$ cat config.mk
export PLATFORM = sky130hd
export DESIGN_NAME = ptb_palette_mem
export DESIGN_NICKNAME = d
export VERILOG_FILES = /design/src/rtl/planar_tile_blitter_2bpp_core_macros.svh /design/src/rtl/ptb_pkg.sv /design/src/rtl/ptb_palette_mem.sv
export SDC_FILE = /design/constraint.sdc
export NUM_CORES = 1
export LEC_CHECK = 0
export BUFFER_PORTS_ARGS = -buffer_cell sky130_fd_sc_hd__clkbuf_2
export CAP_MARGIN = 10
export CORE_MARGIN = 2
export CORE_UTILIZATION = 32
export DETAILED_ROUTE_END_ITERATION = 16
export PLACE_DENSITY = 0.52
export SYNTH_ARGS = -nofsm -noshare
export SYNTH_HDL_FRONTEND = slang
export SYNTH_SLANG_ARGS = --single-unit
export TNS_END_PERCENT = 10
$ cat constraint.sdc
create_clock -name aclk -period 8.85 [get_ports aclk]
set_input_delay 1.77 -clock aclk [delete_from_list [all_inputs] [get_ports aclk]]
set_output_delay 1.77 -clock aclk [all_outputs]
set_load 0.01 [all_outputs]
$ cat src/rtl/planar_tile_blitter_2bpp_core_macros.svh
// Assertion macros for the tile blitter RTL.
`ifndef PLANAR_TILE_BLITTER_2BPP_CORE_MACROS_SVH
`define PLANAR_TILE_BLITTER_2BPP_CORE_MACROS_SVH

`ifndef SYNTHESIS

// Same-cycle implication, checked out of reset.
`define PTB_ASSERT_IMPLY(name, clk, rstn, ante, cons) \
    name: assert property (@(posedge clk) disable iff (!rstn) (ante) |-> (cons)) \
        else $error("ptb: same-cycle check failed");

// Next-cycle implication, checked out of reset.
`define PTB_ASSERT_NEXT(name, clk, rstn, ante, cons) \
    name: assert property (@(posedge clk) disable iff (!rstn) (ante) |=> (cons)) \
        else $error("ptb: next-cycle check failed");

`else

`define PTB_ASSERT_IMPLY(name, clk, rstn, ante, cons)
`define PTB_ASSERT_NEXT(name, clk, rstn, ante, cons)

`endif

`endif

$ cat src/rtl/ptb_pkg.sv
// Shared constants, codes and types of the planar tile blitter.
`timescale 1ns / 1ps
package ptb_pkg;

    localparam int NUM_TILES       = 256;
    localparam int PALETTE_COUNT   = 8;
    localparam int MAX_TARGET_SIZE = 1024;

    localparam int BYTES_PER_TILE = 16;
    localparam int PATTERN_DEPTH  = NUM_TILES * BYTES_PER_TILE;
    localparam int PALETTE_DEPTH  = PALETTE_COUNT * 4;

    localparam int TILE_AW    = $clog2(NUM_TILES);
    localparam int PAT_AW     = TILE_AW + 4;          // byte address
    localparam int ROW_AW     = TILE_AW + 3;          // one bank row per tile line
    localparam int PAL_NUM_W  = $clog2(PALETTE_COUNT);
    localparam int PAL_AW     = PAL_NUM_W + 2;

    localparam int SIZE_W  = 11;
    localparam int COORD_W = 10;
    localparam int COLOR_W = 32;

    localparam int PIX_W = 6;
    localparam logic [PIX_W-1:0] PIX_LAST = PIX_W'(63);

    localparam int M_TDATA_W = 56;
    localparam int M_PAD_W   = M_TDATA_W - COLOR_W - 2 * COORD_W;

    localparam logic [SIZE_W-1:0] WIDTH_RESET  = SIZE_W'(256);
    localparam logic [SIZE_W-1:0] HEIGHT_RESET = SIZE_W'(240);

    localparam logic [1:0] CFG_TARGET_WIDTH  = 2'd0;
    localparam logic [1:0] CFG_TARGET_HEIGHT = 2'd1;

    typedef enum logic [1:0] {
        OP_LOAD_PATTERN = 2'd0,
        OP_LOAD_PALETTE = 2'd1,
        OP_PLACE        = 2'd2
    } ptb_op_t;

    typedef enum logic [1:0] {
        PTB_IDLE,
        PTB_ISSUE,
        PTB_DRAIN
    } ptb_state_t;

    typedef struct packed {
        logic [TILE_AW-1:0]   tile;
        logic [PAL_NUM_W-1:0] pal;
        logic signed [10:0]   dx;
        logic signed [10:0]   dy;
        logic                 eof;
        logic [SIZE_W-1:0]    width;
        logic [SIZE_W-1:0]    height;
    } ptb_place_t;

    typedef struct packed {
        logic              en;
        logic [PAT_AW-1:0] addr;
        logic [7:0]        data;
    } ptb_pat_wr_t;

    typedef struct packed {
        logic              en;
        logic [ROW_AW-1:0] row;
    } ptb_pat_rd_t;

    typedef struct packed {
        logic               en;
        logic [PAL_AW-1:0]  addr;
        logic [COLOR_W-1:0] data;
    } ptb_pal_wr_t;

    typedef struct packed {
        logic              en;
        logic [PAL_AW-1:0] addr;
    } ptb_pal_rd_t;

endpackage

$ cat src/rtl/ptb_palette_mem.sv
// Palette store: colour words, one write port and one registered read port.
`timescale 1ns / 1ps
module ptb_palette_mem (
    input  logic                        aclk,
    input  ptb_pkg::ptb_pal_wr_t        wr,
    input  ptb_pkg::ptb_pal_rd_t        rd,
    output logic [ptb_pkg::COLOR_W-1:0] q
);
    import ptb_pkg::*;

    logic [COLOR_W-1:0] mem [PALETTE_DEPTH];

    always_ff @(posedge aclk) begin
        if (wr.en) begin
            mem[wr.addr] <= wr.data;
        end
        if (rd.en) begin
            q <= mem[rd.addr];
        end
    end

endmodule

Word level (Yosys, flattened, before mapping)
Memories as Yosys holds them, arrays and structs flattened. A register that Yosys moved wholly into a read port is not among the register bits.
Cells that the tools add are included.

operators by class
  multiplexer cells = 2

operators by type and width
  cell     count
  $mux W1  2

storage, ports and cells
  register bits = 0
  input port bits = 45
  word-level logic and storage cells = 3
  memory bits (writable) = 1024
  memories kept = 1
  output and inout port bits = 32

memory list
  memory  words  width  read ports  clocked after Yosys merged registers in  wr ports  line                   source
  mem     32     32     1           1                                        1         ptb_palette_mem.sv:11  logic [COLOR_W-1:0] mem [PALETTE_DEPTH];

Depth between registers and ports, before layout
Gate-level depths: netlist of run 1.

  depth in word-level cells = 2
  depth in mapped cells = 8
  mapped depth without buffers = 5

Least setup slack after synthesis of run 1
Ideal clock, no wire load.

  path type = input to register
  from = in wr[33] (netlist name)
  to = mem mem[12][0], enable pin
  data arrival time = 3.783 ns
  stages = 3
  library setup time = 0.421 ns
  slack = 4.646 ns
  path buffers = 1
  data required time = 8.429 ns
  cell sequence = or3b_2 clkbuf_1 nor2_1

RTL lines
  element             line                   source
  start: declaration  ptb_palette_mem.sv:5   input ptb_pkg::ptb_pal_wr_t wr,
  end: declaration    ptb_palette_mem.sv:11

Straight into the memory's write port.

==> reports/results.ini, run 1 <==
[synth]
synth_area_mm2=0.0408
yosys_warnings=0
postSynthCellCount=2260
syn_area_per_cell_um2=18.1
synthDistinctLibCells=24
synth-seq-cells=1056
synth_nets=2305
synth-seq-area-share=0.777

[finish]
syn2layout_area_growth_pct=13.5
fillers=11600
postLayoutCellArea_mm2=0.0463
fin_nets=2407
final_core_util=0.365
multiInputGateArea_mm2=0.00861
finalNonFillerCells=4103
drive_above_1_share=0.125
seqCellArea_mm2=0.0317

[global_route]
grt_use_total=0.165
met2_usage=0.279
busiest_layer=met2
gr-total-overflow=0
grt_pass1_vias=21400
met3_usage=0.0200
grt_max_degree=134
grt_util_met1=0.226
antenna_found_initial=3
grt_pass1_wl_mm=156

[die]
die_y_um=361
initial_utilization=0.321
ios=77
die_w_um=361
num_rows=131
core_mm2=0.127
dieArea_mm2=0.130

[detailed_routing]
drtPass1Iterations=8
via_per_inst=5.14
wirelength_mm=109
drc=0
drtIter0Drc=1956
wl_per_cell_um=26.6
vias=21100
ant_nets=0

[sta]
drv_slew=0
finalSetupTns_ns=0
slew_headroom=0.204
fmax_mhz=247
min_period_ns=4.06
fin_worst_skew_ns=0.0237
finalCritPeriodShare=0.458
finalHoldViolCount=0
tightestPinTransition_ns=1.19
finalSetupViolations=0
rsz0062_at_grt=no

[clock_network]
cts_buffers=102
post-cts-setup-buffers=0
root_buffer=clkbuf_16
cts_sinks=1056
cts_buffer_depth=3
clk_pin_slew_worst_paths_ns=0.07
cts_tree=done
insertion_delay_ns=0.67
h-tree-depth=3
holdBufCountCts=0
ctsResizeCount=0

[power_and_ir_drop]
power.total_uw=10200
p_comb_frac=0.050
p_sw_frac=0.216
power.internal_uw=8000
leakage_uw=0.0157
switchingPower_uw=2200
irDropWorstVdd_mv=0.134
seqPwrFrac=0.550
p_per_area_mw_per_mm2=220
p_clk_frac=0.400

[job]
drv_cap=0

[worst_setup_path]
crit_path_end_kind=register
worstPathCellList=clkbuf_2 > nor2b_4 > buf_4 > a22o_1 > nor3_1 > a31oi_1 > nand3_1
critPathKind=in2reg
cp_max_fo=62
slowest_stage=nor2b_4
crit_required_ns=9.26
path_buf_inv=2
cp_top_family=simple AND/OR/NAND/NOR gates
slowest_delay_ns=0.89
worst_ep_arrival_time_ns=4.47
startpoint_type=primary input

[worst_hold_path]
hold_class=reg2reg

[placed_design]
post-dp-hpwl_mm=53.1
placed_cells=3920
place_area_mm2=0.0432
numPortBuffers=76
gp_congestion=0.737

[outcome]
status=complete, no violations

[worst paths after layout]
path                             start         endpoint  slack, ns  cells after the start
setup / recovery                 rd[2]   q[7]$_DFFE_PP_       4.79                      7
hold / removal    mem[16][0]$_DFFE_PP_   q[0]$_DFFE_PP_       0.68                      4
setup reg to reg  mem[7][17]$_DFFE_PP_  q[17]$_DFFE_PP_       7.29                      5
hold reg to reg   mem[16][0]$_DFFE_PP_   q[0]$_DFFE_PP_       0.68                      4
[kinds of logic (layout without fill, tap and decap cells)]
family          count (synthesis)  after routing  share of synthesized area
compound gates                288            288                     0.0481
buf+inv                       127            307                     0.0185
flops                        1056           1056                      0.777
mux                           512            512                      0.126
other cells                     0              1                          0
simple gates                  277            277                     0.0308
[routing by layer]
layer,vias to the layer above,part of all wire
li1,9209,-
met1,11200,0.45
met2,560,0.49
met3,112,0.045
met4,2,0.017
met5,-,0.00012
[sequential cells by signal, indices dropped and copies added, names as in the netlist]
register / flops
mem: 1024
q: 32
[placed cells by master (no fill, tap or decap), drive strengths merged]
| cell | instances |
|---|---|
| buf | 50 |
| mux2i | 512 |
| clkinvlp | 4 |
| bufinv | 4 |
| nand2 | 98 |
| nand2b | 2 |
| a31oi | 32 |
| nor2b | 1 |
| a22oi | 96 |
| clkbuf | 195 |
| a21oi | 96 |
| nor2 | 34 |
| nor3 | 32 |
| or3 | 1 |
| or2 | 1 |
| or3b | 3 |
| and2 | 1 |
| clkinv | 51 |
| a22o | 64 |
| edfxtp | 1056 |
| nand3b | 5 |
| nand3 | 98 |
| and2b | 1 |
| diode | 1 |
| inv | 3 |
[cells in the mapped netlist]
cell type / n / area [µm²]
edfxtp_1: 1056 / 31700
mux2i_1: 512 / 5120
nand2_1: 98 / 368
nand3_1: 98 / 490
a21oi_1: 96 / 480
a22oi_1: 96 / 721
a22o_1: 64 / 561
clkbuf_1: 46 / 173
nor2_1: 34 / 128
buf_4: 33 / 248
a31oi_1: 32 / 200
nor3_1: 32 / 160
buf_2: 26 / 130
buf_6: 15 / 169
buf_1: 5 / 18.8
nand3b_1: 5 / 37.5
or3b_2: 3 / 26.3
clkbuf_4: 2 / 15.0
nand2b_1: 2 / 12.5
and2_1: 1 / 6.26
and2b_1: 1 / 7.51
nor2b_1: 1 / 6.26
or2_2: 1 / 6.26
or3_1: 1 / 6.26
[area by class of cell]
cell class	count	area share
Antenna cell	1	0.0000540
Clock buffer	120	0.0575
Clock inverter	62	0.00927
Multi-Input combinational cell	1077	0.186
Sequential cell	1056	0.685
Tap cell	1662	0.0449
Timing Repair Buffer	125	0.0175
[metrics by stage]
step / hold WS [ns] / setup WS, ns
2_1_floorplan: 0.629 / 4.65
3_3_place_gp: 0.654 / 4.15
3_5_place_dp: 0.661 / 4.05
4_1_cts: 0.673 / 4.78
5_1_grt: 0.726 / 4.66
6_report: 0.676 / 4.79
[tightest hold or removal path: stages (launching register included)]
cell	delay [ns]
edfxtp_1	0.31
mux2i_1	0.06
nand2_1	0.07
a31oi_1	0.07
nand3_1	0.06
[power by group through the flow]
stage	registers (µW)	clock network, µW	logic, µW
floorplan	5710	0	288
global placement	5720	0	508
detailed placement	5720	0	516
CTS	5610	4160	517
global route	5610	4360	551
finish	5610	4080	512
No activity file was read; power rests on OpenSTA's default activity.
==> run 2, diff against run 1 <==
--- a/config.mk
+++ b/config.mk
@@ -10,7 +10,7 @@
 export CORE_MARGIN = 2
 export CORE_UTILIZATION = 32
 export DETAILED_ROUTE_END_ITERATION = 16
-export PLACE_DENSITY = 0.52
+export PLACE_DENSITY = 0.54
 export SYNTH_ARGS = -nofsm -noshare
 export SYNTH_HDL_FRONTEND = slang
 export SYNTH_SLANG_ARGS = --single-unit
==> constraint.sdc (replaced) <==
create_clock -name aclk -period 3.3 [get_ports aclk]
set_input_delay 0.66 -clock aclk [delete_from_list [all_inputs] [get_ports aclk]]
set_output_delay 0.66 -clock aclk [all_outputs]
set_load 0.01 [all_outputs]
==> reports/results.ini, run 2 (synthesis results as in run 1) <==
[worst_hold_path]
hold_class=in2reg
hold_end=mem[13][20]$_DFFE_PP_
hold_start=wr[20]
hold_path_depth=1  ; -3

[clock_network]
holdBufCountCts=0  ; unchanged
root_buffer=clkbuf_16
cts_buffers=104  ; +2.0%
cts_buffer_depth=3  ; unchanged
cts_sinks=1056  ; unchanged
h-tree-depth=3  ; unchanged
ctsResizeCount=0  ; unchanged
insertion_delay_ns=0.68  ; about the same
clk_pin_slew_worst_paths_ns=0.06  ; about the same
post-cts-setup-buffers=0  ; unchanged
cts_tree=done

[power_and_ir_drop]
irDropWorstVdd_mv=0.380  ; +180%
seqPwrFrac=0.538  ; -0.012
p_clk_frac=0.410  ; +0.010
p_sw_frac=0.210  ; -0.00565
p_comb_frac=0.051  ; about the same
leakage_uw=0.0163  ; +3.8%
p_per_area_mw_per_mm2=589  ; +170%
power.internal_uw=22100  ; +180%
switchingPower_uw=5870  ; +170%

[detailed_routing]
via_per_inst=5.02  ; -2.4%
wl_met3_mm=3.92  ; -21%
wl_met2_mm=51.6  ; -4.3%
drtPass1Iterations=5  ; -3
wl_per_cell_um=24.7  ; -7.4%
ant_nets=0  ; unchanged
top_layer=met5
m1WireLength_mm=45.8  ; -5.8%
drc=0  ; unchanged
drtIter0Drc=1622  ; -17%
wirelength_mm=103  ; -5.7%
vias=21000  ; -0.48%

[finish]
final_cell_mix=edfxtp_1 (1056), mux2i_1 (512), clkbuf_16 (107)
postLayoutCellArea_mm2=0.0475  ; +2.5%
largest_register_ffs=1024  ; unchanged
top_register=mem
mostFrequentLayoutCell=edfxtp_1
reg_top3=mem (1024), q (32)
fin_nets=2481  ; +3.1%
syn2layout_area_growth_pct=16.4
drive_above_1_share=0.151  ; +0.0256

[global_route]
gr-total-overflow=0  ; unchanged
antenna_found_initial=8  ; +5
grt_max_degree=48  ; -64%
grt_pass1_vias=21500  ; +0.15%
grt_use_total=0.156  ; -0.00885
grt_pass1_wl_mm=150  ; -4.3%

[sta]
fmax_mhz=461
finalSetupTns_ns=0  ; unchanged
slew_headroom=0.512  ; +0.309
rsz0062_at_grt=no
tightestPinTransition_ns=0.731  ; -0.463 ns
drv_slew=0  ; unchanged
finalCritPeriodShare=0.657
finalSetupViolations=0  ; unchanged
fin_worst_skew_ns=0.0230  ; -0.000703 ns
min_period_ns=2.17
finalHoldViolCount=0  ; unchanged

[die]
core_mm2=0.127  ; unchanged
dieArea_mm2=0.130  ; unchanged
die_w_um=361  ; unchanged
initial_utilization=0.321  ; unchanged
die_y_um=361  ; unchanged
ios=77  ; unchanged
num_rows=131  ; unchanged

[worst_setup_path]
worst_ep_arrival_time_ns=1.51  ; -2.96 ns
reg2reg_setup_slack_ns=1.78  ; -5.51 ns
crit_path_end_kind=primary output
slowest_delay_ns=0.61  ; -0.28 ns
worstPathCellList=clkbuf_2
cp_max_fo=2  ; -97%
path_buf_inv=1  ; -1
critPathKind=reg2out
cp_top_family=flip-flops
crit_required_ns=2.64  ; -6.62 ns
reg2regPathDepth=5  ; unchanged
startpoint_type=register
slowest_stage=edfxtp_1
r2r_end=q[6]$_DFFE_PP_
r2r_start=mem[5][6]$_DFFE_PP_

[placed_design]
gp_congestion=0.744  ; +0.91%
post-dp-hpwl_mm=59.7  ; +13%
numPortBuffers=76  ; unchanged
place_area_mm2=0.0442  ; +2.2%

[outcome]
status=complete, no violations

[job]
drv_cap=0  ; unchanged

[run 2: metrics by stage]
step           setup WS (ns)  power [µW]   util  hold slack (ns)  cells
6_report                1.13       27900  0.374            0.588   4182
5_1_grt                 1.10       28900  0.374            0.622   4178
4_1_cts                 1.05       28200  0.374            0.550   4178
3_5_place_dp           0.562       16800  0.348            0.661   3992
3_3_place_gp           0.576       16800  0.348            0.667   3992
2_1_floorplan          0.206       16100      -            0.629   2260
[run 2: worst max-delay path by stage]
stage               cells after the start                   end  slack, ns       startpoint
CTS                                     1                 q[13]       1.05  q[13]$_DFFE_PP_
global route                            1                 q[13]       1.10  q[13]$_DFFE_PP_
finish                                  1                 q[13]       1.13  q[13]$_DFFE_PP_
detailed placement                      7        q[3]$_DFFE_PP_       0.56            rd[3]
global placement                        7        q[3]$_DFFE_PP_       0.58            rd[3]
floorplan                               3  mem[12][0]$_DFFE_PP_       0.21           wr[33]
[run 2: routing by layer]
| metal | up-vias | global-route usage |
|---|---|---|
| met5 | - | 0 |
| met4 | 6 | 0.0390 |
| met3 | 105 | 0.0188 |
| met2 | 439 | 0.269 |
| met1 | 11100 | 0.209 |
| li1 | 9380 | - |
[run 2: power groups by stage]
stage	Sequential (µW)	Clock (µW)	Combinational, µW
finish	15000	11500	1440
global route	15100	12300	1550
CTS	15100	11700	1460
detailed placement	15300	0	1460
global placement	15300	0	1430
floorplan	15300	0	771
[run 2: final cells by class]
type	count	area [µm²]
fill	11600	79500
sequential	1056	31700
multi-input combinational	1077	8610
clock buffer	125	2750
tap	1662	2080
timing repair buffer	197	1770
clock inverter	61	553
antenna	4	10.0
