<file path="config.mk">
export PLATFORM = sky130hd
export DESIGN_NAME = ptb_blit_seq
export DESIGN_NICKNAME = d
export VERILOG_FILES = /design/src/rtl/ptb_pkg.sv /design/src/rtl/ptb_blit_seq.sv
export VERILOG_INCLUDE_DIRS = /design/src /design/src/rtl
export SDC_FILE = /design/constraint.sdc
export NUM_CORES = 1
export LEC_CHECK = 0
export BUFFER_PORTS_ARGS = -buffer_cell sky130_fd_sc_hd__buf_4
export CORE_MARGIN = 1.5
export CORE_UTILIZATION = 40
export CTS_CLUSTER_DIAMETER = 100
export DETAILED_ROUTE_END_ITERATION = 6
export PLACE_DENSITY = 0.73
export SETUP_SLACK_MARGIN = 0.5
export SYNTH_ARGS = -nofsm -noshare
export SYNTH_HDL_FRONTEND = slang
export SYNTH_SLANG_ARGS = --single-unit
</file>
<file path="constraint.sdc">
create_clock -name aclk -period 7.6 [get_ports aclk]
set_input_delay 0 -clock aclk [delete_from_list [all_inputs] [get_ports aclk]]
set_output_delay 0 -clock aclk [all_outputs]
set_load 0.1 [all_outputs]
</file>
<file path="src/rtl/planar_tile_blitter_2bpp_core_macros.svh">
// Assertion macros for the tile blitter RTL.
`ifndef PLANAR_TILE_BLITTER_2BPP_CORE_MACROS_SVH
`define PLANAR_TILE_BLITTER_2BPP_CORE_MACROS_SVH

`ifndef SYNTHESIS

// Same-cycle implication, checked out of reset.
`define PTB_ASSERT_IMPLY(name, clk, rstn, ante, cons) \
    name: assert property (@(posedge clk) disable iff (!rstn) (ante) |-> (cons)) \
        else $error("ptb: same-cycle check failed");

// Next-cycle implication, checked out of reset.
`define PTB_ASSERT_NEXT(name, clk, rstn, ante, cons) \
    name: assert property (@(posedge clk) disable iff (!rstn) (ante) |=> (cons)) \
        else $error("ptb: next-cycle check failed");

`else

`define PTB_ASSERT_IMPLY(name, clk, rstn, ante, cons)
`define PTB_ASSERT_NEXT(name, clk, rstn, ante, cons)

`endif

`endif

</file>
<file path="src/rtl/ptb_pkg.sv">
// Shared constants, codes and types of the planar tile blitter.
`timescale 1ns / 1ps
package ptb_pkg;

    localparam int NUM_TILES       = 256;
    localparam int PALETTE_COUNT   = 8;
    localparam int MAX_TARGET_SIZE = 1024;

    localparam int BYTES_PER_TILE = 16;
    localparam int PATTERN_DEPTH  = NUM_TILES * BYTES_PER_TILE;
    localparam int PALETTE_DEPTH  = PALETTE_COUNT * 4;

    localparam int TILE_AW    = $clog2(NUM_TILES);
    localparam int PAT_AW     = TILE_AW + 4;          // byte address
    localparam int ROW_AW     = TILE_AW + 3;          // one bank row per tile line
    localparam int PAL_NUM_W  = $clog2(PALETTE_COUNT);
    localparam int PAL_AW     = PAL_NUM_W + 2;

    localparam int SIZE_W  = 11;
    localparam int COORD_W = 10;
    localparam int COLOR_W = 32;

    localparam int PIX_W = 6;
    localparam logic [PIX_W-1:0] PIX_LAST = PIX_W'(63);

    localparam int M_TDATA_W = 56;
    localparam int M_PAD_W   = M_TDATA_W - COLOR_W - 2 * COORD_W;

    localparam logic [SIZE_W-1:0] WIDTH_RESET  = SIZE_W'(256);
    localparam logic [SIZE_W-1:0] HEIGHT_RESET = SIZE_W'(240);

    localparam logic [1:0] CFG_TARGET_WIDTH  = 2'd0;
    localparam logic [1:0] CFG_TARGET_HEIGHT = 2'd1;

    typedef enum logic [1:0] {
        OP_LOAD_PATTERN = 2'd0,
        OP_LOAD_PALETTE = 2'd1,
        OP_PLACE        = 2'd2
    } ptb_op_t;

    typedef enum logic [1:0] {
        PTB_IDLE,
        PTB_ISSUE,
        PTB_DRAIN
    } ptb_state_t;

    typedef struct packed {
        logic [TILE_AW-1:0]   tile;
        logic [PAL_NUM_W-1:0] pal;
        logic signed [10:0]   dx;
        logic signed [10:0]   dy;
        logic                 eof;
        logic [SIZE_W-1:0]    width;
        logic [SIZE_W-1:0]    height;
    } ptb_place_t;

    typedef struct packed {
        logic              en;
        logic [PAT_AW-1:0] addr;
        logic [7:0]        data;
    } ptb_pat_wr_t;

    typedef struct packed {
        logic              en;
        logic [ROW_AW-1:0] row;
    } ptb_pat_rd_t;

    typedef struct packed {
        logic               en;
        logic [PAL_AW-1:0]  addr;
        logic [COLOR_W-1:0] data;
    } ptb_pal_wr_t;

    typedef struct packed {
        logic              en;
        logic [PAL_AW-1:0] addr;
    } ptb_pal_rd_t;

endpackage

</file>
<file path="src/rtl/ptb_blit_seq.sv">
// Placement sequencer: pixel counter, decode and lookup stages, output register.
`timescale 1ns / 1ps
`include "planar_tile_blitter_2bpp_core_macros.svh"
module ptb_blit_seq (
    input  logic                          aclk,
    input  logic                          aresetn,
    input  logic                          start,
    input  ptb_pkg::ptb_place_t           cmd,
    output logic                          idle,
    output ptb_pkg::ptb_pat_rd_t          pat_rd,
    input  logic [7:0]                    pat_lo,
    input  logic [7:0]                    pat_hi,
    output ptb_pkg::ptb_pal_rd_t          pal_rd,
    input  logic [ptb_pkg::COLOR_W-1:0]   pal_data,
    output logic                          m_tvalid,
    input  logic                          m_tready,
    output logic [ptb_pkg::M_TDATA_W-1:0] m_tdata,
    output logic [1:0]                    m_tuser,
    output logic                          m_tlast
);
    import ptb_pkg::*;

    ptb_state_t state_reg, state_next;
    ptb_place_t cmd_reg;
    logic [PIX_W-1:0] k_reg, k_next;
    logic issue;
    logic adv;

    // stage 1: pattern line arriving
    logic v1_reg;
    logic [PIX_W-1:0] k1_reg;
    // stage 2: palette word arriving
    logic v2_reg;
    logic s2_opaque_reg, s2_inside_reg, s2_last_reg, s2_eof_reg;
    logic [COORD_W-1:0] s2_x_reg, s2_y_reg;
    // output register
    logic m_valid_reg, m_we_reg, m_last_reg, m_frame_reg;
    logic [COORD_W-1:0] m_x_reg, m_y_reg;
    logic [COLOR_W-1:0] m_color_reg;

    logic [2:0]  x1, y1, bit_sel;
    logic [1:0]  c1;
    logic [11:0] tx1, ty1;
    logic        inside1, we2;

    assign adv  = !m_valid_reg || m_tready;
    assign idle = (state_reg == PTB_IDLE);

    always_ff @(posedge aclk) begin
        if (!aresetn) begin
            state_reg   <= PTB_IDLE;
            k_reg       <= '0;
            v1_reg      <= 1'b0;
            v2_reg      <= 1'b0;
            m_valid_reg <= 1'b0;
        end else begin
            state_reg <= state_next;
            k_reg     <= k_next;
            if (adv) begin
                v1_reg      <= issue;
                v2_reg      <= v1_reg;
                m_valid_reg <= v2_reg;
            end
        end
    end

    always_comb begin
        state_next = state_reg;
        k_next     = k_reg;
        issue      = 1'b0;
        unique case (state_reg)
            PTB_IDLE: begin
                if (start) begin
                    state_next = PTB_ISSUE;
                    k_next     = '0;
                end
            end
            PTB_ISSUE: begin
                if (adv) begin
                    issue  = 1'b1;
                    k_next = k_reg + PIX_W'(1);
                    if (k_reg == PIX_LAST) begin
                        state_next = PTB_DRAIN;
                    end
                end
            end
            PTB_DRAIN: begin
                if (!v1_reg && (!v2_reg || adv)) begin
                    state_next = PTB_IDLE;
                end
            end
            default: state_next = PTB_IDLE;
        endcase
    end

    // one tile line per pixel read; both planes come back together
    assign pat_rd.en  = adv;
    assign pat_rd.row = {cmd_reg.tile, k_reg[PIX_W-1:3]};

    // stage 1 decode: leftmost pixel is bit 7
    always_comb begin
        x1      = k1_reg[2:0];
        y1      = k1_reg[PIX_W-1:3];
        bit_sel = ~x1;
        c1      = {pat_hi[bit_sel], pat_lo[bit_sel]};
        tx1     = {cmd_reg.dx[10], cmd_reg.dx} + {9'b0, x1};
        ty1     = {cmd_reg.dy[10], cmd_reg.dy} + {9'b0, y1};
        inside1 = !tx1[11] && (tx1[10:0] < cmd_reg.width)
               && !ty1[11] && (ty1[10:0] < cmd_reg.height);
    end

    assign pal_rd.en   = adv;
    assign pal_rd.addr = {cmd_reg.pal, c1};

    assign we2 = s2_opaque_reg && s2_inside_reg;

    always_ff @(posedge aclk) begin
        if (start && idle) begin
            cmd_reg <= cmd;
        end
        if (adv) begin
            k1_reg        <= k_reg;
            s2_opaque_reg <= (c1 != 2'b00);
            s2_inside_reg <= inside1;
            s2_x_reg      <= tx1[COORD_W-1:0];
            s2_y_reg      <= ty1[COORD_W-1:0];
            s2_last_reg   <= (k1_reg == PIX_LAST);
            s2_eof_reg    <= cmd_reg.eof;
            m_we_reg      <= we2;
            m_x_reg       <= we2 ? s2_x_reg : '0;
            m_y_reg       <= we2 ? s2_y_reg : '0;
            m_color_reg   <= we2 ? pal_data : '0;
            m_last_reg    <= s2_last_reg;
            m_frame_reg   <= s2_last_reg && s2_eof_reg;
        end
    end

    assign m_tvalid = m_valid_reg;
    assign m_tdata  = {{M_PAD_W{1'b0}}, m_color_reg, m_y_reg, m_x_reg};
    assign m_tuser  = {m_frame_reg, m_we_reg};
    assign m_tlast  = m_last_reg;

    `PTB_ASSERT_IMPLY(a_frame_on_last, aclk, aresetn, m_tvalid && m_tuser[1], m_tlast)
    `PTB_ASSERT_IMPLY(a_masked_zero, aclk, aresetn, m_tvalid && !m_tuser[0], m_tdata == '0)
    `PTB_ASSERT_NEXT(a_start_issue, aclk, aresetn, start && idle, state_reg == PTB_ISSUE && k_reg == '0)
    `PTB_ASSERT_NEXT(a_stall_hold, aclk, aresetn, v2_reg && !adv, v2_reg && $stable(s2_x_reg))

endmodule

</file>
Word level (Yosys, flattened, before mapping)
Index checks and enable logic that the tools add are counted.

Flip-flop bits (word level): 152. Bits in latches: 0. RAM bits: 0. Memory bits (read-only): 0. Input bits: 108. Output and inout port bits: 79. Memories kept: 0.

Add/subtract/negate cells: 3. $mul: 0. Divide/modulo/power cells: 0. $lt $le $gt $ge: 3. Equal/unequal tests: 8. Shifts and indexed selects: 0. Muxes and demuxes: 13. Bitwise gates (word level): 1. Reductions and logical operators: 19.

Operator list (number): adder 11 x 4 -> 12 bit (2); < comparator 11 bit (2); equality test 6 bit (second input constant) (2); two-way mux 6 bit (2); one-hot mux 6 bit (2 select lines) (1); two-way mux 2 bit (4); != test 2 bit (second input constant) (4); logical AND 1 bit (7); adder 6 x 1 -> 6 bit (second input constant) (1); binary-select mux 1 bit (select 3 bit) (2); one-hot mux 2 bit (3 select lines) (1); zero test 1 bit (5); < comparator 3 x 4 -> 1 bit (second input constant) (1); AND reduction 4 bit (1); nonzero test 2 bit (2); two-way mux 1 bit (3); NOT 3 bit (1); AND reduction 3 bit (1); equality test 2 x 1 -> 1 bit (second input constant) (1); equality test 2 bit (second input constant) (1); zero test 2 bit (1); logical OR 1 bit (2).

Logic depth before layout (Yosys ltp)
Gate-level depths: netlist of the first run.

Word-level depth: 6. Mapped depth: 12. Mapped depth without buffers: 12.

Worst setup path before layout of the first run
Ideal clock, no wire load.

Kind: reg2reg. Start: reg state_reg[0]. End: reg k_reg[2]. Library setup time: 117 ps. Data arrival time: 3488 ps. Required time: 7483 ps. Setup slack: 3994 ps. Stages on the path, launching flop included: 5. Period minus slack after synthesis: 3606 ps. Cells stage by stage: dfxtp_1 -> nor2_1 -> and2_1 -> nand2b_1 -> nor2_1.

Word-level cells in the longest chain between the ends: 3. Elaborated cells on any way between the ends: 7. Classes of those cells: eq/ne (3); mux (1); reduce/logical (3).

RTL lines: from (decl) (RTL line ptb_blit_seq.sv:23) `ptb_state_t state_reg, state_next;`; from (signal assigned) (RTL line ptb_blit_seq.sv:57) `state_reg <= state_next;`; zero test 2 bit (*); via idle (RTL line ptb_blit_seq.sv:9) `output logic idle,`; != test 2 bit (no source line) or nonzero test 2 bit (tied branches); AND reduction 3 bit (no source line); to (signal assigned) (RTL line ptb_blit_seq.sv:58) `k_reg <= k_next;`; to (decl) (RTL line ptb_blit_seq.sv:25) `logic [PIX_W-1:0] k_reg, k_next;`.

The timed path passes the listed nets; every way through them passes the cells marked *. A chain may end at the register's enable or synchronous reset.

Worst setup path after layout of the first run
Start: reg k1_reg[0]. End: reg s2_inside_reg (data pin).

Word-level cells in the longest chain between the ends: 5. Elaborated cells on any way between the ends: 6. Classes of those cells: add/sub (1); order compare (1); reduce/logical (4).

RTL lines: from (decl) (RTL line ptb_blit_seq.sv:31) `logic [PIX_W-1:0] k1_reg;`; from (signal assigned) (RTL line ptb_blit_seq.sv:122) `k1_reg <= k_reg;`; adder 11 x 4 -> 12 bit (RTL line ptb_blit_seq.sv:106) `tx1 = {cmd_reg.dx[10], cmd_reg.dx} + {9'b0, x1};`; via tx1[8] (RTL line ptb_blit_seq.sv:43) `logic [11:0] tx1, ty1;`; < comparator 11 bit (RTL line ptb_blit_seq.sv:108) `inside1 = !tx1[11] && (tx1[10:0] < cmd_reg.width)`; logical AND 1 bit (RTL line ptb_blit_seq.sv:108); logical AND 1 bit (2 in series) (RTL line ptb_blit_seq.sv:109) `&& !ty1[11] && (ty1[10:0] < cmd_reg.height);`; via inside1 (RTL line ptb_blit_seq.sv:44) `logic inside1, we2;`; to (signal assigned) (RTL line ptb_blit_seq.sv:124) `s2_inside_reg <= inside1;`; to (decl) (RTL line ptb_blit_seq.sv:34) `logic s2_opaque_reg, s2_inside_reg, s2_last_reg, s2_eof_reg;`.

The timed path passes the listed nets, and every way through them passes these cells.

==> reports/summary.txt, run 1 <==
Max Cap Viol = 0
Worst VDD drop = 155.5 uV
Crit path launch = k1_reg[0]
Post-synthesis cell area = 0.006377 mm^2
Setup TNS = 0 ps
Mux cell area share after synthesis = 2.158%
Clk_lat worst skew = 410 ps
Max-slew headroom = 44.50%
Layout area overhead = 45.97%
Asr flop ratio synth = 0%
Global-route wire length before repair = 21250 um
DP Wirelength = 9195 um
CTS sink cnt = 152
Synth cell types = 38
Compound-Gate Fraction of Synth Area = 3.394%
Vias in the first global route = 4435
Final Hold Viols = 0
Layout Nets = 828
HP Class = in -> reg
Multi-input logic area = 0.001612 mm^2
Core Region = 0.01537 mm^2
YS warnings = 0
Setup-failing EPs final = 0
Slew of the pin with the lowest slew margin = 832.5 ps
CTS clock-pin slew for the worst setup and hold paths = 60 ps
Initial antenna violation count = 0
Leakage power = 4.178 nW
Synth top cells by count = edfxtp_1 (141), and3_1 (53), inv_1 (28)
GRT Residual Overflow = 0
FMAX = 277.6 MHz
Yosys reg bits = 152
Yosys top cell area share = 66.39%
Synth Area in XOR/XNOR = 2.884%
Hold_sp = start
Worst EP required = 7820 ps
Full die area = 0.01671 mm^2
Final period utilization = 47.39%
Final Skew = 7.606 ps
Pwr per Cell Area = 232.0 mW/mm^2
Number of synthesized flops with an enable pin = 141
DRC viols = 0
Largest net degree at the start of global routing = 68
Register area = 0.004454 mm^2
Layout cells sized above 1 = 31.25%
Post-synthesis simple-gate area fraction = 10.65%
IO Port Bufs = 182
Die height = 129.3 um
Post-route ant nets = 0
Sequential area share after synthesis = 69.85%
Most used DFF post-synth = edfxtp_1
Final min period = 3602 ps
CTS tree = done
Area leader, netlist = edfxtp_1
WL/cell = 14.87 um
Max Buffers Root-to-Sink = 2
Max FFs per register = 45
Critical path fanouts, max = 6
Critical path type = reg -> reg
Critical Path AT = 3820 ps
TritonCTS buffer count = 17
Gp weighted congestion = 0.8195
Antenna diode count = 0
# rows = 45
Average cell area after synthesis = 14.94 um^2
Die width = 129.3 um
Htree depth = 4
Root Buffer = clkbuf_16
Hold_ws = 71.34 ps
Unrepaired setup endpoints after global routing = false
Total iterations of the first detailed-routing run = 5
Critical path capture point type = flop
Syn Inst Count = 427
1st-iter DRT viols = 139
Total GRT Usage = 16.63%
Initial core utilization = 41.49%
RR Startpoint = k1_reg[0]
Most frequent cell after synthesis = edfxtp_1
I/O pin cnt = 187
Startpoint types = flop
Ranking of synthesized cells by area = edfxtp_1 (66%), ha_1 (5.3%), and3_1 (5.2%)
Total wire length = 13600 um
Post-synthesis adder-cell area fraction = 5.925%
Layout filler cell count = 1145
Vias = 4322
Final Slew Violations = 0
Largest family of logic cells by synthesized area = simple AND/OR/NAND/NOR gates
Status = finished, final reports clean
Vias per cell = 4.723
Post-CTS sizing = 0
[worst paths after layout]
kind                   endpoint  slack [ps]  depth (start not counted)
hold / removal     state_reg[0]          70                          3
setup reg to reg  s2_inside_reg        4000                         12
hold reg to reg      s2_eof_reg         420                          0
setup / recovery  s2_inside_reg        4000                         12
[cell usage in the layout (no fill, tap or decap), drive strengths merged, types with 17 or more instances in the layout]
cell,count
ha,27
dlygate4sd3,90
edfxtp,141
inv,31
a21oi,18
buf,186
and3,53
nor2,18
clkbuf,17
[cells by family (layout without fill, tap and decap cells)]
kind of cell,count (synthesis),count (layout)
compound gates,35,35
xor+xnor,21,21
fa+ha+maj,29,29
buf+inv,62,336
flops,152,152
mux,7,7
other cells,1,4
simple gates,120,120
[critical path: stages, from the launching register on]
cell and delay (ps):
edfxtp_1 490, ha_1 230, inv_1 60, fa_1 410, nor2b_1 120, o21ai_0 160
or3_1 370, xnor2_1 180, ha_1 280, a21oi_1 170, o21ai_0 90, or4b_1 540
a2111oi_2 290
[power breakdown]
part           internal [W]  switching (W)  total, W
Sequential         0.000964      0.0000185  0.000983
Clock              0.000483       0.000327  0.000811
Combinational      0.000123       0.000243  0.000366
[layout make-up]
cell class,instances,share of cell area (%)
timing repair buffer,276,24.68
sequential,152,47.85
multi-input combinational,216,17.31
tap,211,2.836
clock buffer,17,4.570
clock inverter,15,1.613
inverter,28,1.142
[per-stage QoR]
step / area [um^2] / worst slack, ps / cells / total power (W) / utilization (%)
detailed placement: 7833 / 4000 / 793 / 0.001329 / 50.96
floorplan: 6389 / 3994 / 430 / 0.001235 / -
CTS: 9309 / 3974 / 915 / 0.002178 / 60.56
global route: 9309 / 3727 / 915 / 0.002238 / 60.56
global placement: 7833 / 4159 / 793 / 0.001322 / 50.96
finish: 9309 / 3998 / 915 / 0.002159 / 60.56
[repair_timing]
item / 4_1_cts / 5_1_grt
setup buffers: 0 / 0
hold buffers: 90 / 0
endpoints found under the hold margin: 99 / 0
[metal layers]
metal	vias up	global-route usage [%]	wire length (um)	part of all wire, %
li1	2084	-	-	-
met3	28	4.872	842	6.2
met1	2031	20.07	5832	43
met5	-	0	0	0
met2	179	28.50	6649	49
met4	0	5.816	277	2.0
No activity file was read; power rests on OpenSTA's default activity.
==> inputs of run 2 (changes only) <==
Settings changed: ABC_AREA from default to 1, PLACE_DENSITY 0.73 to 0.75.
Clock period 7.6 ns to 3.1 ns, I/O delays scaled along.
==> run 2 against run 1 <==
  * Worst hold slack worse by 23 ps
  * Via count up 8.3%
  * Sequential share of layout area down 2.0 points
  * Synthesized cell count up 33%
  * Flip-flop and latch count unchanged
  * Critical endpoint unchanged
  * Fmax up 37%
  * Cell count up 17%
  * Largest power group unchanged
  * Core utilization up 0.10 points
==> reports/summary.txt, run 2 <==
Asr flop ratio synth = 0%
Worst EP required = 3270 ps
Most used DFF post-synth = edfxtp_1
Final Skew = 5.858 ps
Yosys reg bits = 152
Non-Filler Instances = 1074
Ranking of synthesized cells by area = edfxtp_1 (64%), inv_1 (6.4%), ha_1 (5.1%)
Sequential area share after synthesis = 67.55%
Commonest cells after routing, fill and taps aside = buf_4 (191), edfxtp_1 (141), inv_1 (111), dlygate4sd3_1 (90), nor2_1 (84)
Htree depth = 4
Post-route ant nets = 0
Critical path type = reg -> reg
Setup-failing EPs final = 0
CTS clock-pin slew for the worst setup and hold paths = 60 ps
I/O pin cnt = 187
Average cell area after synthesis = 11.57 um^2
Worst VDD drop = 422.8 uV
Syn Inst Count = 570
1st-iter DRT viols = 156
Register area = 0.004454 mm^2
Max Cap Viol = 0
Max-slew headroom = 29.52%
Hold path cells = 5
Max FFs per register = 45
Final Slew Violations = 0
Startpoint types = flop
Full die area = 0.01726 mm^2
GRT Residual Overflow = 0
Layout area overhead = 47.21%
Total GRT Usage = 17.21%
DP Wirelength = 9420 um
Total iterations of the first detailed-routing run = 4
Die height = 131.4 um
Final Hold Viols = 0
Leakage power = 4.586 nW
WL/cell = 13.49 um
Synth cell types = 28
Reg2reg path depth = 17
Most common cell after layout, fill and taps aside = buf_4
Cells after DPL = 948
Layout filler cell count = 1259
Gp weighted congestion = 0.8420
Number of synthesized flops with an enable pin = 141
Max Buffers Root-to-Sink = 2
Synth top cells by count = edfxtp_1 (141), inv_1 (112), nor2_1 (88)
Critical Path AT = 2790 ps
Final period utilization = 84.63%
Vias = 4682
Slew of the pin with the lowest slew margin = 1054 ps
Critical path fanouts, max = 3
DRC viols = 0
FMAX = 381.2 MHz
Status = finished, final reports clean
Total wire length = 14490 um
HP Class = in -> reg
Unrepaired setup endpoints after global routing = true
Multi-input logic area = 0.001640 mm^2
Yosys top cell area share = 64.21%
Critical path capture point type = flop
Die width = 131.4 um
Setup TNS = 0 ps
IO Port Bufs = 182
Vias in the first global route = 4788
CTS sink cnt = 152
Clk_lat worst skew = 410 ps
Root Buffer = clkbuf_16
Pwr per Cell Area = 570.9 mW/mm^2
TritonCTS buffer count = 17
Core Region = 0.01600 mm^2
Initial antenna violation count = 0
# rows = 46
Most frequent cell after synthesis = edfxtp_1
Post-synthesis cell area = 0.006594 mm^2
Layout Nets = 982
Antenna diode count = 0
YS warnings = 0
Initial core utilization = 41.21%
Largest net degree at the start of global routing = 54
Layout cells sized above 1 = 29.14%
Vias per cell = 4.359
Global-route wire length before repair = 23250 um
Area leader, netlist = edfxtp_1
CTS tree = done
Final min period = 2624 ps
-- run 2: kinds of logic (layout without fill, tap and decap cells) --
logic type	Yosys count	in the layout	share of synthesized area (%)
and+or+nand+nor	198	198	12.41
adders and majority gates	29	29	5.731
AOI/OAI and AO/OA	34	34	2.884
xor gates and xnor gates	16	16	2.125
DFF	152	152	67.55
other	1	4	0.05687
buffers and inverters	140	425	9.241
-- run 2: what timing repair did --
action | in CTS | in global routing
setup endpoints to repair | 1 | 1
resized for setup | 3 | 17
endpoints found under the hold margin | 98 | 0
setup buffers | 1 | 3
hold buffers | 90 | 0
pin swaps | 1 | 11
-- run 2: worst max-delay path, cell delays in order (launching register included) --
cell	delay, ps
edfxtp_1	410
ha_2	230
fa_2	420
nand3_2	80
nand2_2	80
nand2_1	80
nor2_2	50
nand2_2	70
xnor2_2	70
ha_1	300
nand2_1	100
nor2_4	140
and2_4	140
nand2_1	40
nand2_1	60
inv_1	30
nand2_1	50
nor2_1	40
-- run 2: power breakdown --
group / switching (W) / internal (W)
Clock: 0.000776 / 0.00122
Sequential: 0.0000515 / 0.00239
Combinational: 0.000752 / 0.000345
-- run 2: metrics by stage --
step,hold WS [ps],worst slack [ps],total power (W),area [um^2],util [%]
4_1_cts,27.97,507.4,0.005572,9608,60.05
5_1_grt,47.57,302.0,0.005760,9707,60.67
3_5_place_dp,179.2,381.7,0.003468,8104,50.65
3_3_place_gp,177.8,478.0,0.003457,8104,50.65
6_report,47.84,476.5,0.005541,9707,60.67
2_1_floorplan,98.87,631.0,0.003204,6616,-
-- run 2: final cells by class --
| type | instances | area share (%) |
|---|---|---|
| tap | 216 | 2.784 |
| clock inverter | 12 | 1.302 |
| sequential | 152 | 45.89 |
| clock buffer | 20 | 4.705 |
| multi-input combinational | 281 | 16.90 |
| timing repair buffer | 281 | 24.05 |
| inverter | 112 | 4.370 |
-- run 2: final timing paths --
| path | startpoint | slack (ps) | end |
|---|---|---|---|
| max | k1_reg[3] | 480 | s2_inside_reg |
| min | pat_lo[0] | 50 | s2_opaque_reg |
| max reg2reg | k1_reg[3] | 480 | s2_inside_reg |
| min reg2reg | cmd_reg[22] | 420 | s2_eof_reg |
-- run 2: layer usage --
metal / vias up / global-route usage (%) / part of all wire, %
met5: - / 0 / 0
met4: 0 / 4.630 / 1.0
met3: 14 / 5.941 / 7.5
met2: 178 / 30.13 / 50
met1: 2125 / 20.14 / 42
li1: 2365 / - / -
==> inputs of run 3 (changes only) <==
Settings changed: PLACE_DENSITY 0.75 to 0.73.
Clock period 3.1 ns to 2.7 ns, I/O delays scaled along.
==> run 3 against run 2 <==
  * Wire length decreased by 1.1%
  * Cell count unchanged
  * Core utilization down 0.086 points
  * Cell area fell by 0.14%
  * Global-route usage increased by 0.17 points
  * Register-to-register slack got worse by 380 ps
  * Combinational power increased by 15%
  * Worst hold slack better by 16 ps
  * Fmax grew 0.72%
  * Worst setup slack worse by 380 ps
  * Clock skew increased by 5.0 ps
  * Critical path type unchanged
  * Largest cell class unchanged
  * Largest power group unchanged
==> reports/summary.txt, run 3 (same netlist as run 2, synthesis figures left out) <==
Htree depth = 4
Final Skew = 10.82 ps
Tot Pwr = 0.006407 W
Hold_sp = pat_hi[0]
Setup-failing EPs final = 0
Post-placement setup slack = 142.8 ps
Clock Power Share = 36.5%
Initial core utilization = 41.21%
FF-to-FF End = s2_inside_reg
Layout Nets = 982
Global routing's busiest layer = met2
HP Class = in -> reg
DP Wirelength = 9247 um
Total GRT Usage = 17.37%
Net Sw Power = 0.001819 W
Core Region = 0.01600 mm^2
Final non-filler cell area = 0.009693 mm^2
Global-route wire length before repair = 23320 um
Most common cell after layout, fill and taps aside = buf_4
Gp weighted congestion = 0.8063
Critical path capture point type = flop
Critical path fanouts, max = 5
Fin worst setup slack = 95.20 ps
Commonest cells after routing, fill and taps aside = buf_4 (190), edfxtp_1 (141), inv_1 (109), dlygate4sd3_1 (90), nor2_1 (86)
Pwr per Cell Area = 661.0 mW/mm^2
Die height = 131.4 um
GRT Residual Overflow = 0
I/O pin cnt = 187
IO Port Bufs = 182
Placed cell area = 0.008153 mm^2
DRC viols = 0
Die width = 131.4 um
TritonCTS buffer count = 17
Clk_lat worst skew = 420 ps
Layout cells sized above 1 = 28.21%
Post-route ant nets = 0
Pint = 0.004588 W
Reg2Reg Setup Slack = 100 ps
Worst EP required = 2870 ps
Final min period = 2605 ps
Hold path endpoint = s2_opaque_reg
Status = finished, final reports clean
Antenna diode count = 0
Full die area = 0.01726 mm^2
Final Hold Viols = 0
Multi-input logic area = 0.001612 mm^2
RR Startpoint = k1_reg[0]
WL/cell = 13.34 um
Largest net degree at the start of global routing = 57
GR met1 Demand/Resource = 20.03%
Reg2reg path depth = 15
CTS sink cnt = 152
Unrepaired setup endpoints after global routing = true
Max Cap Viol = 0
Total iterations of the first detailed-routing run = 4
Max FFs per register = 45
1st-iter DRT viols = 197
Final period utilization = 96.47%
Worst VDD drop = 444.5 uV
Comb power frac = 19.6%
CTS tree = done
Critical Path AT = 2780 ps
Leakage power = 4.580 nW
Vias per cell = 4.373
# rows = 46
CTS clock-pin slew for the worst setup and hold paths = 60 ps
Layout area overhead = 47.00%
FMAX = 383.9 MHz
Net Sw Frac = 28.40%
Max Buffers Root-to-Sink = 2
Register area = 0.004456 mm^2
Vias = 4697
Root Buffer = clkbuf_16
Layout filler cell count = 1296
Initial antenna violation count = 0
Max-slew headroom = 54.90%
Global routing usage on met3 = 6.019%
Final Slew Violations = 0
Startpoint types = flop
Total wire length = 14330 um
Slew of the pin with the lowest slew margin = 676.5 ps
Sequential Power Share = 43.9%
Vias in the first global route = 4847
Hold path cells = 5
Critical path type = reg -> reg
Met2 Track Usage GR = 30.19%
## run 3: metal layers
metal / vias to the layer above / wire length (um) / part of all wire, %
li1: 2371 / - / -
met5: - / 0 / 0
met4: 0 / 173 / 1.2
met2: 164 / 7229 / 50
met3: 16 / 842 / 5.9
met1: 2146 / 6085 / 42
## run 3: worst max-delay path, cell delays in order, from the launching register on
cell and delay, ps:
edfxtp_1 360, ha_2 200, inv_2 40, fa_2 370
o21ai_4 230, nand3_1 130, xnor2_1 160, ha_1 290
nand2_1 90, nor2_2 130, and2_1 130, nand2_1 50
nand2_1 50, inv_1 30, nand2_1 50, nor2_1 50
## run 3: how the worst max path moves through the flow
| stage | startpoint | end | slack [ps] | cells after the start |
|---|---|---|---|---|
| finish | k1_reg[0] | s2_inside_reg | 100 | 15 |
| global route | k1_reg[2] | s2_inside_reg | -110 | 16 |
| CTS | k1_reg[0] | s2_inside_reg | 130 | 16 |
| detailed placement | k1_reg[5] | s2_inside_reg | 140 | 16 |
| global placement | k1_reg[5] | s2_inside_reg | 200 | 16 |
| floorplan | k1_reg[0] | s2_inside_reg | 360 | 16 |
## run 3: stage by stage
| stage | setup TNS, ps | utilization [%] | hold slack (ps) | std cells |
|---|---|---|---|---|
| global placement | 0 | 50.95 | 177.9 | 950 |
| floorplan | 0 | - | 98.87 | 573 |
| global route | -109.1 | 60.58 | 79.90 | 1074 |
| detailed placement | 0 | 50.95 | 179.3 | 950 |
| finish | 0 | 60.58 | 63.83 | 1074 |
| CTS | 0 | 60.31 | 34.91 | 1072 |
## run 3: final cells by class
class	instances	area share, %
Multi-Input combinational cell	281	16.63
Clock inverter	14	1.601
Timing Repair Buffer	281	24.22
Tap cell	216	2.788
Inverter	112	4.376
Clock buffer	18	4.428
Sequential cell	152	45.97
## run 3: timing repair
action,4_1_cts,5_1_grt
endpoints found under the setup margin,1,1
resized for setup,1,7
pin swaps,0,1
hold endpoints to repair,99,0
setup buffers,0,2
hold buffers,90,0
## run 3: power by group through the flow
stage               clock network [W]  logic [W]  registers (W)
finish                        0.00234    0.00126        0.00281
global route                  0.00250    0.00134        0.00283
CTS                           0.00240    0.00125        0.00281
detailed placement                  0    0.00114        0.00286
global placement                    0    0.00113        0.00285
floorplan                           0   0.000473        0.00321
